File: config.mk
export PLATFORM = sky130hd
export DESIGN_NAME = mpmc_sat_add
export DESIGN_NICKNAME = d
export VERILOG_FILES = /design/src/sv/multi_pattern_match_counter_macros.svh /design/src/sv/mpmc_pkg.sv /design/src/sv/mpmc_sat_add.sv
export SDC_FILE = /design/constraint.sdc
export NUM_CORES = 1
export LEC_CHECK = 0
export ABC_AREA = 1
export ABC_CLOCK_PERIOD_IN_PS = 1800
export BUFFER_PORTS_ARGS = -buffer_cell sky130_fd_sc_hd__buf_2
export CORE_ASPECT_RATIO = 0.9
export CORE_MARGIN = 1.5
export CORE_UTILIZATION = 46
export DETAILED_ROUTE_END_ITERATION = 12
export PLACE_DENSITY = 0.86
export SLEW_MARGIN = 20
export SYNTH_ARGS = -nofsm -noshare
export SYNTH_HDL_FRONTEND = slang
export SYNTH_SLANG_ARGS = --single-unit
File: constraint.sdc
create_clock -name vclk -period 1.8
set_clock_uncertainty 0.05 [all_clocks]
set_input_delay 0.18 -clock vclk [all_inputs]
set_output_delay 0.18 -clock vclk [all_outputs]
set_load 0.05 [all_outputs]
File: src/sv/multi_pattern_match_counter_macros.svh
// assertion helpers for the multi-pattern match counter
`ifndef MULTI_PATTERN_MATCH_COUNTER_MACROS_SVH
`define MULTI_PATTERN_MATCH_COUNTER_MACROS_SVH

`ifndef SYNTHESIS
// same-cycle implication
`define MPMC_AST_IMP(lbl, clk, rst_n, ante, cons) \
    lbl: assert property (@(posedge clk) disable iff (!rst_n) (ante) |-> (cons)) \
        else $error("mpmc assertion failed");
// next-cycle implication
`define MPMC_AST_NXT(lbl, clk, rst_n, ante, cons) \
    lbl: assert property (@(posedge clk) disable iff (!rst_n) (ante) |=> (cons)) \
        else $error("mpmc assertion failed");
`else
`define MPMC_AST_IMP(lbl, clk, rst_n, ante, cons)
`define MPMC_AST_NXT(lbl, clk, rst_n, ante, cons)
`endif

`endif

File: src/sv/mpmc_pkg.sv
`timescale 1ns / 1ps
package mpmc_pkg;
    localparam int OP_W     = 3;
    localparam int LETTER_W = 5;
    localparam int COUNT_W  = 16;
    localparam logic [COUNT_W-1:0] COUNT_LIMIT = 16'hFFFF;

    typedef enum logic [OP_W-1:0] {
        OP_PATTERN = 3'd0,
        OP_END     = 3'd1,
        OP_BUILD   = 3'd2,
        OP_TEXT    = 3'd3,
        OP_FINISH  = 3'd4
    } t_op;

    // child table access request
    typedef struct packed {
        logic rd;
        logic wr;
    } t_ct_req;

    // per-node marks
    typedef struct packed {
        logic reached;
        logic counted;
    } t_mark;
endpackage

File: src/sv/mpmc_sat_add.sv
`timescale 1ns / 1ps
module mpmc_sat_add import mpmc_pkg::*; (
    input  logic [COUNT_W-1:0] i_a,
    input  logic [COUNT_W-1:0] i_b,
    output logic [COUNT_W-1:0] o_sum
);
    logic [COUNT_W:0] sum_w;

    always_comb begin
        sum_w = {1'b0, i_a} + {1'b0, i_b};
        o_sum = sum_w[COUNT_W] ? COUNT_LIMIT : sum_w[COUNT_W-1:0];
    end
endmodule

# Yosys cells after proc, flatten, opt, wreduce, memory -nomap -nowiden

Index checks and enable logic that the tools add are counted.

Bits in registers: 0
Output and inout bits: 16
Word-level logic and storage cells: 2

Add/sub/neg operators: 1
Multiplexer cells: 1

Operator list:

| operator                                  | count |
|---|---|
| 16-bit by 16-bit adder with 17-bit output | 1 |
| 16-bit 2-to-1 mux                         | 1 |

# Depth between registers and ports, before layout

Gate-level depths: netlist of run 1.

Word-level depth: 2
Mapped depth: 11
Mapped depth without buffers: 11

# Least setup slack after synthesis of run 1

Ideal clock, no wire load.

Path kind: input-to-output
From: in i_a[0]
To: out o_sum[2]
Arrival: 2.017 ns
Slack: -0.447 ns
Cell stages on the path: 5
Path buffers: 0
Path through: ha_1 > fa_1 > nand2_1 > inv_1 > o21ai_0

Cells in the longest elaborated chain, start to end: 2

RTL lines:

| element                                   | line               | source |
|---|---|---|
| from (decl)                               | mpmc_sat_add.sv:3  | `input logic [COUNT_W-1:0] i_a,` |
| 16-bit by 16-bit adder with 17-bit output | mpmc_sat_add.sv:10 | `sum_w = {1'b0, i_a} + {1'b0, i_b};` |
| 16-bit 2-to-1 mux                         | mpmc_sat_add.sv:11 | `o_sum = sum_w[COUNT_W] ? COUNT_LIMIT : sum_w[COUNT_W-1:0];` |
| to (decl)                                 | mpmc_sat_add.sv:5  | `output logic [COUNT_W-1:0] o_sum` |

Every way passes these cells.

# Worst setup path in the final report of run 1

From: in i_b[0]
To: out o_sum[10]

Cells in the longest elaborated chain, start to end: 2

RTL lines:

| element                                   | line               | source |
|---|---|---|
| from (decl)                               | mpmc_sat_add.sv:4  | `input logic [COUNT_W-1:0] i_b,` |
| 16-bit by 16-bit adder with 17-bit output | mpmc_sat_add.sv:10 |  |
| 16-bit 2-to-1 mux                         | mpmc_sat_add.sv:11 |  |

Every way passes these cells.

==> metrics.yaml, run 1 <==
period_share_pct: 114
synth-adder-area-share_pct: 19.8
first_pass_iters: 4
period_needed_ps: 2050
synth_area_leaders: "nand2_1 (30%), inv_1 (19%), ha_1 (18%), nand3_1 (7.2%), nor2_1 (4.4%)"
antenna_found_initial: 0
synth_top_area_share_pct: 29.8
dieArea_sq_um: 2720
antennaDiodeCount: 0
grt_start_max_net_pins: 8
synth_cell_types: 21
finalNetCount: 354
fmax_mhz: 489
required_ps: 1570
drive_above_1_share_pct: 37.0
wl_per_cell_um: 12.9
cp.arrival_ps: 1820
finalHoldViolations: 0
p_leak_nw: 1.25
dp_hpwl_mm: 3.23
synth_area_leader_cell: "nand2_1"
synthTopCellsByCount: "nand2_1 (88), inv_1 (55), ha_1 (16), nand3_1 (16), nor2_1 (13)"
die_w_um: 54.8
ctsHoldBuffers: 0
vias_per_cell: 5.20
min-delay-start: "i_a[0]"
drt_iter0_markers: 100
coreArea_sq_um: 2220
peakVddDrop_uv: 416
utilization_pct: 87.0
yosys.area_share.simple_pct: 51.0
netlist_instances: 219
met3_length_um: 238
cp-start-kind: "primary input"
vias: 1716
n_sequential_cell: 0
grt_usage_pct: 32.0
path_max_fanout: 5
rsz0062_at_grt: "yes"
initial_core_util_pct: 49.9
nClkBuffers: 0
yosysSeqAreaShare_pct: 0
post-place-cells: 328
gp_congestion: 0.862
crit_type: "in -> out"
area.growth.synth_to_final_pct: 74.3
synth-xor-area-share_pct: 3.95
ant_nets: 0
final_max_slew_viol_count: 0
end_kind: "output port"
grt_remaining_overflow: 0
hp-class: "in -> out"
synth_top_family_by_area: "simple AND/OR/NAND/NOR gates"
maxCapViolCount: 0
ys.warnings.count: 0
relSlewSlack_pct: 83.3
powerDensity_nw_per_um2: 545
grt_first_pass_wirelength_mm: 6.60
startpoint: "i_b[0]"
grt_pass1_vias: 1610
fin_ws_ps: -246
met2_length_mm: 2.22
portBuffers: 48
synth.most_common_cell: "nand2_1"
io_pins: 48
final_cells: 330
fillers: 118
synth-compound-area-share_pct: 5.64
die_h_um: 49.6
routed.top_layer: "met4"
violations: "setup timing"
synthMuxAreaShare_pct: 0
status: "finished with violations"
wirelength_mm: 4.24
rows: 16
max_slew.worst_pin.slew_ps: 250
fin_tns_setup_ps: -3660
post-route-drc-count: 0
wl_met1_mm: 1.65
regArea_sq_um: 0
synth.avg_cell_area_sq_um: 5.07
synthesis.area_sq_um: 1110
syn_nets: 268
setup_viol: 16
multi_input_area_sq_um: 1030
[worst paths after layout]
kind	cells after the start	slack, ps	end
hold / removal	5	740	o_sum[0]
setup / recovery	11	-250	o_sum[10]
[logic make-up (layout without fill, tap and decap cells)]
group | count (synthesis) | after routing
simple gates | 132 | 132
compound gates | 9 | 9
buf+inv | 56 | 140
xor+xnor | 5 | 5
fa+ha+maj | 17 | 17
[per-stage QoR]
step	worst slack [ps]	hold WS (ps)	total power [mW]	instance area (sq um)
finish	-246	739	1.05	1930
CTS	-170	743	1.01	1920
global placement	-239	863	0.865	1770
global route	-311	766	1.12	1930
floorplan	-95.5	597	0.621	1240
detailed placement	-303	868	0.894	1770
[cell type report]
cell class         instances  area share, %
well taps                 27           1.75
multi-input cells        163           53.2
repair buffers            85           34.4
inverters                 55           10.7
[worst max-delay path, cell delays in order]
cell and delay [ps]:
buf_6 100, ha_4 160, fa_2 390, nand2_4 90, a21oi_2 80, nand2_2 90
nand2_2 70, a21oi_4 240, buf_6 180, nand3_2 70, buf_6 160
[timing repair]
item,in CTS,in global routing
endpoints found under the setup margin,16,16
pin swaps,14,3
resized for setup,39,4
buffers inserted,2,0
endpoints found under the hold margin,0,0
[routing by layer]
metal,up-vias,global-route usage [%]
met5,-,0
met4,0,11.7
met3,17,3.64
met2,89,56.0
met1,786,38.4
li1,824,-
[power by group]
part / total (mW) / switching (mW) / internal, mW
Clock: 0 / 0 / 0
Combinational: 1.05 / 0.626 / 0.428
Sequential: 0 / 0 / 0
Total: 1.05 / 0.626 / 0.428
[cells in the final DEF (no fill, tap or decap), types with 5 or more instances in the layout]
master / instances
xor2_1: 5
nand3_1: 11
nand2_1: 79
nand2_4: 8
nor2_1: 13
buf_6: 16
ha_1: 15
a21oi_1: 5
inv_1: 55
buf_2: 30
buf_4: 34
(Power assumes the default switching activity.)
==> inputs of run 2 (changes only) <==
--- a/config.mk
+++ b/config.mk
@@ -12,6 +12,7 @@
 export CORE_MARGIN = 1.5
 export CORE_UTILIZATION = 46
 export DETAILED_ROUTE_END_ITERATION = 12
+export GPL_TIMING_DRIVEN = 0
 export PLACE_DENSITY = 0.86
 export SLEW_MARGIN = 20
 export SYNTH_ARGS = -nofsm -noshare
==> constraint.sdc (replaced) <==
create_clock -name vclk -period 1.8
set_clock_uncertainty 0.05 [all_clocks]
set_input_delay 0.45 -clock vclk [all_inputs]
set_output_delay 0.45 -clock vclk [all_outputs]
set_load 0.05 [all_outputs]
==> metrics.yaml, run 2 (same netlist as run 1, synthesis figures left out) <==
period_share_pct: 145  # +31 points
cp.arrival_ps: 2100  # +280 ps
drive_above_1_share_pct: 31.8  # -5.2 points
portBuffers: 48  # unchanged
dp_hpwl_mm: 2.50  # -23%
nClkBuffers: 0  # unchanged
fin_ws_ps: -803  # -557 ps
grt_remaining_overflow: 0  # unchanged
io_pins: 48  # unchanged
vias_per_cell: 4.99  # -4.0%
grt-busiest-layer: "met2"
power.share.sequential_pct: 0  # unchanged
required_ps: 1300  # -270 ps
pwr-share-comb_pct: 100.0  # about the same
peakVddDrop_uv: 445  # +6.9%
cp-start-kind: "primary input"
antennaDiodeCount: 0  # unchanged
power_switching_uw: 591  # -5.5%
rows: 16  # unchanged
initial_core_util_pct: 49.9  # unchanged
wirelength_mm: 3.56  # -16%
n_sequential_cell: 0  # unchanged
grt_usage_pct: 26.7  # -5.2 points
status: "finished with violations"
clock_power_share_pct: 0  # unchanged
use_met2_pct: 48.8  # -7.1 points
first_pass_iters: 4  # unchanged
violations: "setup timing"
netSwitchingFraction_pct: 62.0  # +2.6 points
antenna_found_initial: 0  # unchanged
dieArea_sq_um: 2720  # unchanged
grt_start_max_net_pins: 6  # -2
area.growth.synth_to_final_pct: 56.7
regArea_sq_um: 0  # unchanged
coreArea_sq_um: 2220  # unchanged
finalHoldViolations: 0  # unchanged
met3_usage_pct: 0.606  # -3.0 points
period_needed_ps: 2600  # +557 ps
crit_type: "in -> out"
fmax_mhz: 384  # -21%
gp_congestion: 0.882  # +2.3%
pre_cts_ws_ps: -1040  # -741 ps
relSlewSlack_pct: 83.4  # about the same
p_int_uw: 363  # -15%
post-route-drc-count: 0  # unchanged
rsz0062_at_grt: "yes"
max_slew.worst_pin.slew_ps: 249  # -1.07 ps
finalNetCount: 328  # -7.3%
setup_viol: 16  # unchanged
drt_iter0_markers: 50  # -50%
powerDensity_nw_per_um2: 548  # +0.69%
final_max_slew_viol_count: 0  # unchanged
final_common_cell: "nand2_1"
die_w_um: 54.8  # unchanged
maxCapViolCount: 0  # unchanged
path_max_fanout: 5  # unchanged
min_path_cells: 5  # unchanged
grt_first_pass_wirelength_mm: 5.58  # -15%
die_h_um: 49.6  # unchanged
most-common-layout-cells: "nand2_1 (78), inv_1 (55), buf_2 (30)"
utilization_pct: 78.3  # -8.8 points
p_leak_nw: 1.12  # -11%
met1_usage_pct: 34.6  # -3.9 points
grt_pass1_vias: 1334  # -17%
vias: 1518  # -12%
hp-class: "in -> out"
end_kind: "output port"
wl_per_cell_um: 11.7  # -8.9%
ant_nets: 0  # unchanged
-- run 2: worst paths after layout --
path,from,endpoint,slack (ps)
setup / recovery,i_a[0],o_sum[8],-800
hold / removal,i_b[0],o_sum[0],1280
-- run 2: metrics by stage --
step                      TNS, ps  power, mW  cells  area [sq um]  hold slack, ps
final                      -12570      0.954    304          1740            1280
after global routing       -13270       1.02    304          1740            1300
after CTS                  -11690      0.925    302          1710            1280
after detailed placement   -15300      0.776    294          1510            1410
after global placement     -15180      0.763    294          1510            1400
after floorplan             -9430      0.621    219          1240            1140
-- run 2: what timing repair did --
| item | 4_1_cts | 5_1_grt |
|---|---|---|
| hold buffers | 0 | 0 |
| setup endpoints to repair | 16 | 16 |
| pin swaps | 10 | 8 |
| cloned | 1 | 0 |
| gates resized for setup | 35 | 15 |
| setup buffers | 7 | 4 |
-- run 2: area by class of cell --
class / count / area (sq um)
Fill cell: 171 / 483
Inverter: 55 / 206
Multi-Input combinational cell: 163 / 1040
Tap cell: 27 / 33.8
Timing Repair Buffer: 59 / 458
-- run 2: critical path, cell delays in order --
cell     delay, ps
buf_6          100
ha_4           150
fa_2           410
nand2_4         90
a21oi_4         60
nand2_2         80
nand2_2         70
a21oi_4        260
buf_8          190
nand3_4         80
buf_8          150
-- run 2: power groups by stage --
stage	sequential [mW]	combinational (mW)	clock, mW
floorplan	0	0.621	0
global placement	0	0.763	0
detailed placement	0	0.776	0
CTS	0	0.925	0
global route	0	1.02	0
finish	0	0.954	0
-- run 2: routing by layer --
layer	vias to the layer above	part of all wire, %
li1	774	-
met1	688	41
met2	48	52
met3	8	5.1
met4	0	2.0
met5	-	0
==> inputs of run 3 (changes only) <==
--- a/config.mk
+++ b/config.mk
@@ -5,15 +5,15 @@
 export SDC_FILE = /design/constraint.sdc
 export NUM_CORES = 1
 export LEC_CHECK = 0
-export ABC_AREA = 1
+export ABC_AREA = 0
 export ABC_CLOCK_PERIOD_IN_PS = 1800
 export BUFFER_PORTS_ARGS = -buffer_cell sky130_fd_sc_hd__buf_2
 export CORE_ASPECT_RATIO = 0.9
 export CORE_MARGIN = 1.5
-export CORE_UTILIZATION = 46
+export CORE_UTILIZATION = 42
 export DETAILED_ROUTE_END_ITERATION = 12
 export GPL_TIMING_DRIVEN = 0
-export PLACE_DENSITY = 0.86
+export PLACE_DENSITY = 0.85
 export SLEW_MARGIN = 20
 export SYNTH_ARGS = -nofsm -noshare
 export SYNTH_HDL_FRONTEND = slang
==> metrics.yaml, run 3 <==
status: "finished with violations"
violations: "setup timing"
p_leak_nw: 0.688  # -39%
netlist_instances: 102  # -53%
synth_top_area_share_pct: 24.0  # -5.7 points
grt_first_pass_wirelength_mm: 3.82  # -32%
dieArea_sq_um: 2260  # -17%
synth_top_family_by_area: "compound AO/OA/AOI/OAI gates"
synthMuxAreaShare_pct: 0  # unchanged
io_pins: 48  # unchanged
drt_iter0_markers: 23  # -54%
grt_start_max_net_pins: 8  # +2
grt_remaining_overflow: 0  # unchanged
regArea_sq_um: 0  # unchanged
path_cells: "buf_2, ha_1, a21o_1, a21o_1, a21oi_2, a31oi_4, a21oi_4, buf_12, buf_16, nand2_8, buf_8"
synth.most_common_cell: "ha_1"
final_max_slew_viol_count: 0  # unchanged
critPathBufInv: 4  # +1
area.growth.synth_to_final_pct: 87.5
die_h_um: 45.3  # -8.8%
clock_power_share_pct: 0  # unchanged
power.share.sequential_pct: 0  # unchanged
die_w_um: 50.0  # -8.8%
synth-adder-area-share_pct: 26.4  # +6.6 points
final_common_cell: "buf_2"
synth-xor-area-share_pct: 11.6  # +7.6 points
utilization_pct: 82.4  # +4.2 points
first_pass_iters: 4  # unchanged
finalNetCount: 207  # -37%
period_needed_ps: 2890  # +289 ps
cp.arrival_ps: 2390  # +290 ps
syn_nets: 151  # -44%
cp-start-kind: "primary input"
powerDensity_nw_per_um2: 646  # +18%
crit_slowest_cell: "ha_1"
n_sequential_cell: 0  # unchanged
fillers: 117  # -32%
p_int_uw: 406  # +12%
maxCapViolCount: 0  # unchanged
dp_hpwl_mm: 1.85  # -26%
rows: 15  # -1
synth_area_leaders: "ha_1 (24%), nand2_2 (7.5%), xnor2_1 (6.3%), xor2_1 (5.3%), a21o_1 (4.5%)"
vias_per_cell: 5.75  # +15%
period_share_pct: 161  # +16 points
finalHoldViolations: 0  # unchanged
antenna_found_initial: 0  # unchanged
setup_viol: 16  # unchanged
pwr-share-comb_pct: 100.0  # about the same
power_switching_uw: 604  # +2.2%
peakVddDrop_uv: 496  # +11%
antennaDiodeCount: 0  # unchanged
synth_cell_types: 36  # +71%
most-common-layout-cells: "buf_2 (36), ha_1 (13), nand2_8 (10), buf_6 (10), a21oi_1 (6)"
coreArea_sq_um: 1900  # -15%
fmax_mhz: 346  # -10%
post-route-drc-count: 0  # unchanged
post-place-cells: 175  # -40%
slowest_delay_ps: 360  # -50 ps
max_slew.worst_pin.slew_ps: 449  # +200 ps
path_common_cell: "a21o_1"
wirelength_mm: 2.60  # -27%
path_max_fanout: 5  # unchanged
cp_top_family: "compound AO/OA/AOI/OAI gates"
netSwitchingFraction_pct: 59.8  # -2.2 points
synth.avg_cell_area_sq_um: 8.17  # +61%
ant_nets: 0  # unchanged
gp_congestion: 0.823  # -6.7%
fin_ws_ps: -1090  # -289 ps
nClkBuffers: 0  # unchanged
synthTopCellsByCount: "ha_1 (16), nand2_2 (10), a21oi_1 (7), o21ai_0 (7), xnor2_1 (6)"
rsz0062_at_grt: "yes"
hp-class: "in -> out"
crit_type: "in -> out"
synthesis.area_sq_um: 833  # -25%
grt_usage_pct: 20.6  # -6.2 points
initial_core_util_pct: 44.0  # -6.0 points
required_ps: 1300  # about the same
grt_pass1_vias: 933  # -30%
portBuffers: 48  # unchanged
vias: 1040  # -31%
end_kind: "output port"
final_cells: 181  # -40%
ys.warnings.count: 0  # unchanged
yosys.area_share.simple_pct: 21.0  # -30 points
wl_per_cell_um: 14.4  # +23%
fin_tns_setup_ps: -17230  # -4660 ps
synth_area_leader_cell: "ha_1"
yosysSeqAreaShare_pct: 0  # unchanged
drive_above_1_share_pct: 57.7  # +26 points
synth-compound-area-share_pct: 38.7  # +33 points
relSlewSlack_pct: 69.8  # -14 points
==> run 3: changes by cell type in the layout (fill, tap and decap cells not counted), sizes merged, moves of 6 or more <==
cell and change:
inv -54, nand2 -75, nand3 -19, nor2 -11, o21ai +8, xnor2 +6
==> run 3: cells by family (layout without fill, tap and decap cells) <==
kind of cell    Yosys count  in the layout
compound gates           41             41
xor+xnor                 11             11
buf+inv                   2             56
fa+ha+maj                17             17
simple gates             31             31
==> run 3: path summary, 6_finish.rpt <==
kind / startpoint / end / slack, ps / cells past startpoint
max: i_a[9] / o_sum[7] / -1090 / 11
min: i_b[0] / o_sum[0] / 1360 / 4
==> run 3: layout make-up <==
type	instances	area, sq um	area share (%)
inverter	1	3.75	0.240
timing repair buffer	54	400	25.6
buffer	1	27.5	1.76
multi-input combinational	100	1100	70.4
tap	25	31.3	2.00
==> run 3: timing repair <==
item / in CTS / in global routing
resized for setup: 27 / 10
cloned: 1 / 0
hold buffers: 0 / 0
endpoints found under the setup margin: 16 / 16
buffers inserted: 4 / 1
pin swaps: 7 / 9
hold endpoints to repair: 0 / 0
==> run 3: power by group through the flow <==
| stage | Sequential, mW | Combinational, mW | Clock [mW] |
|---|---|---|---|
| after floorplan | 0 | 0.697 | 0 |
| after global placement | 0 | 0.824 | 0 |
| after detailed placement | 0 | 0.841 | 0 |
| after CTS | 0 | 0.964 | 0 |
| after global routing | 0 | 1.06 | 0 |
| final | 0 | 1.01 | 0 |
==> run 3: layer usage <==
| layer | up-vias | wire length, um | track usage, % |
|---|---|---|---|
| met2 | 50 | 1430 | 40.0 |
| met1 | 489 | 1010 | 25.3 |
| met4 | 0 | 22 | 5.00 |
| met5 | - | 0 | 0 |
| met3 | 4 | 145 | 0.662 |
| li1 | 497 | - | - |
==> run 3: through the flow <==
step           area [sq um]  worst slack [ps]  hold WS (ps)  power (mW)
6_report               1560             -1090          1360        1.01
5_1_grt                1560             -1140          1370        1.06
4_1_cts                1490             -1140          1370       0.964
3_5_place_dp           1320             -1340          1400       0.841
3_3_place_gp           1320             -1340          1390       0.824
2_1_floorplan          1050              -933          1210       0.697
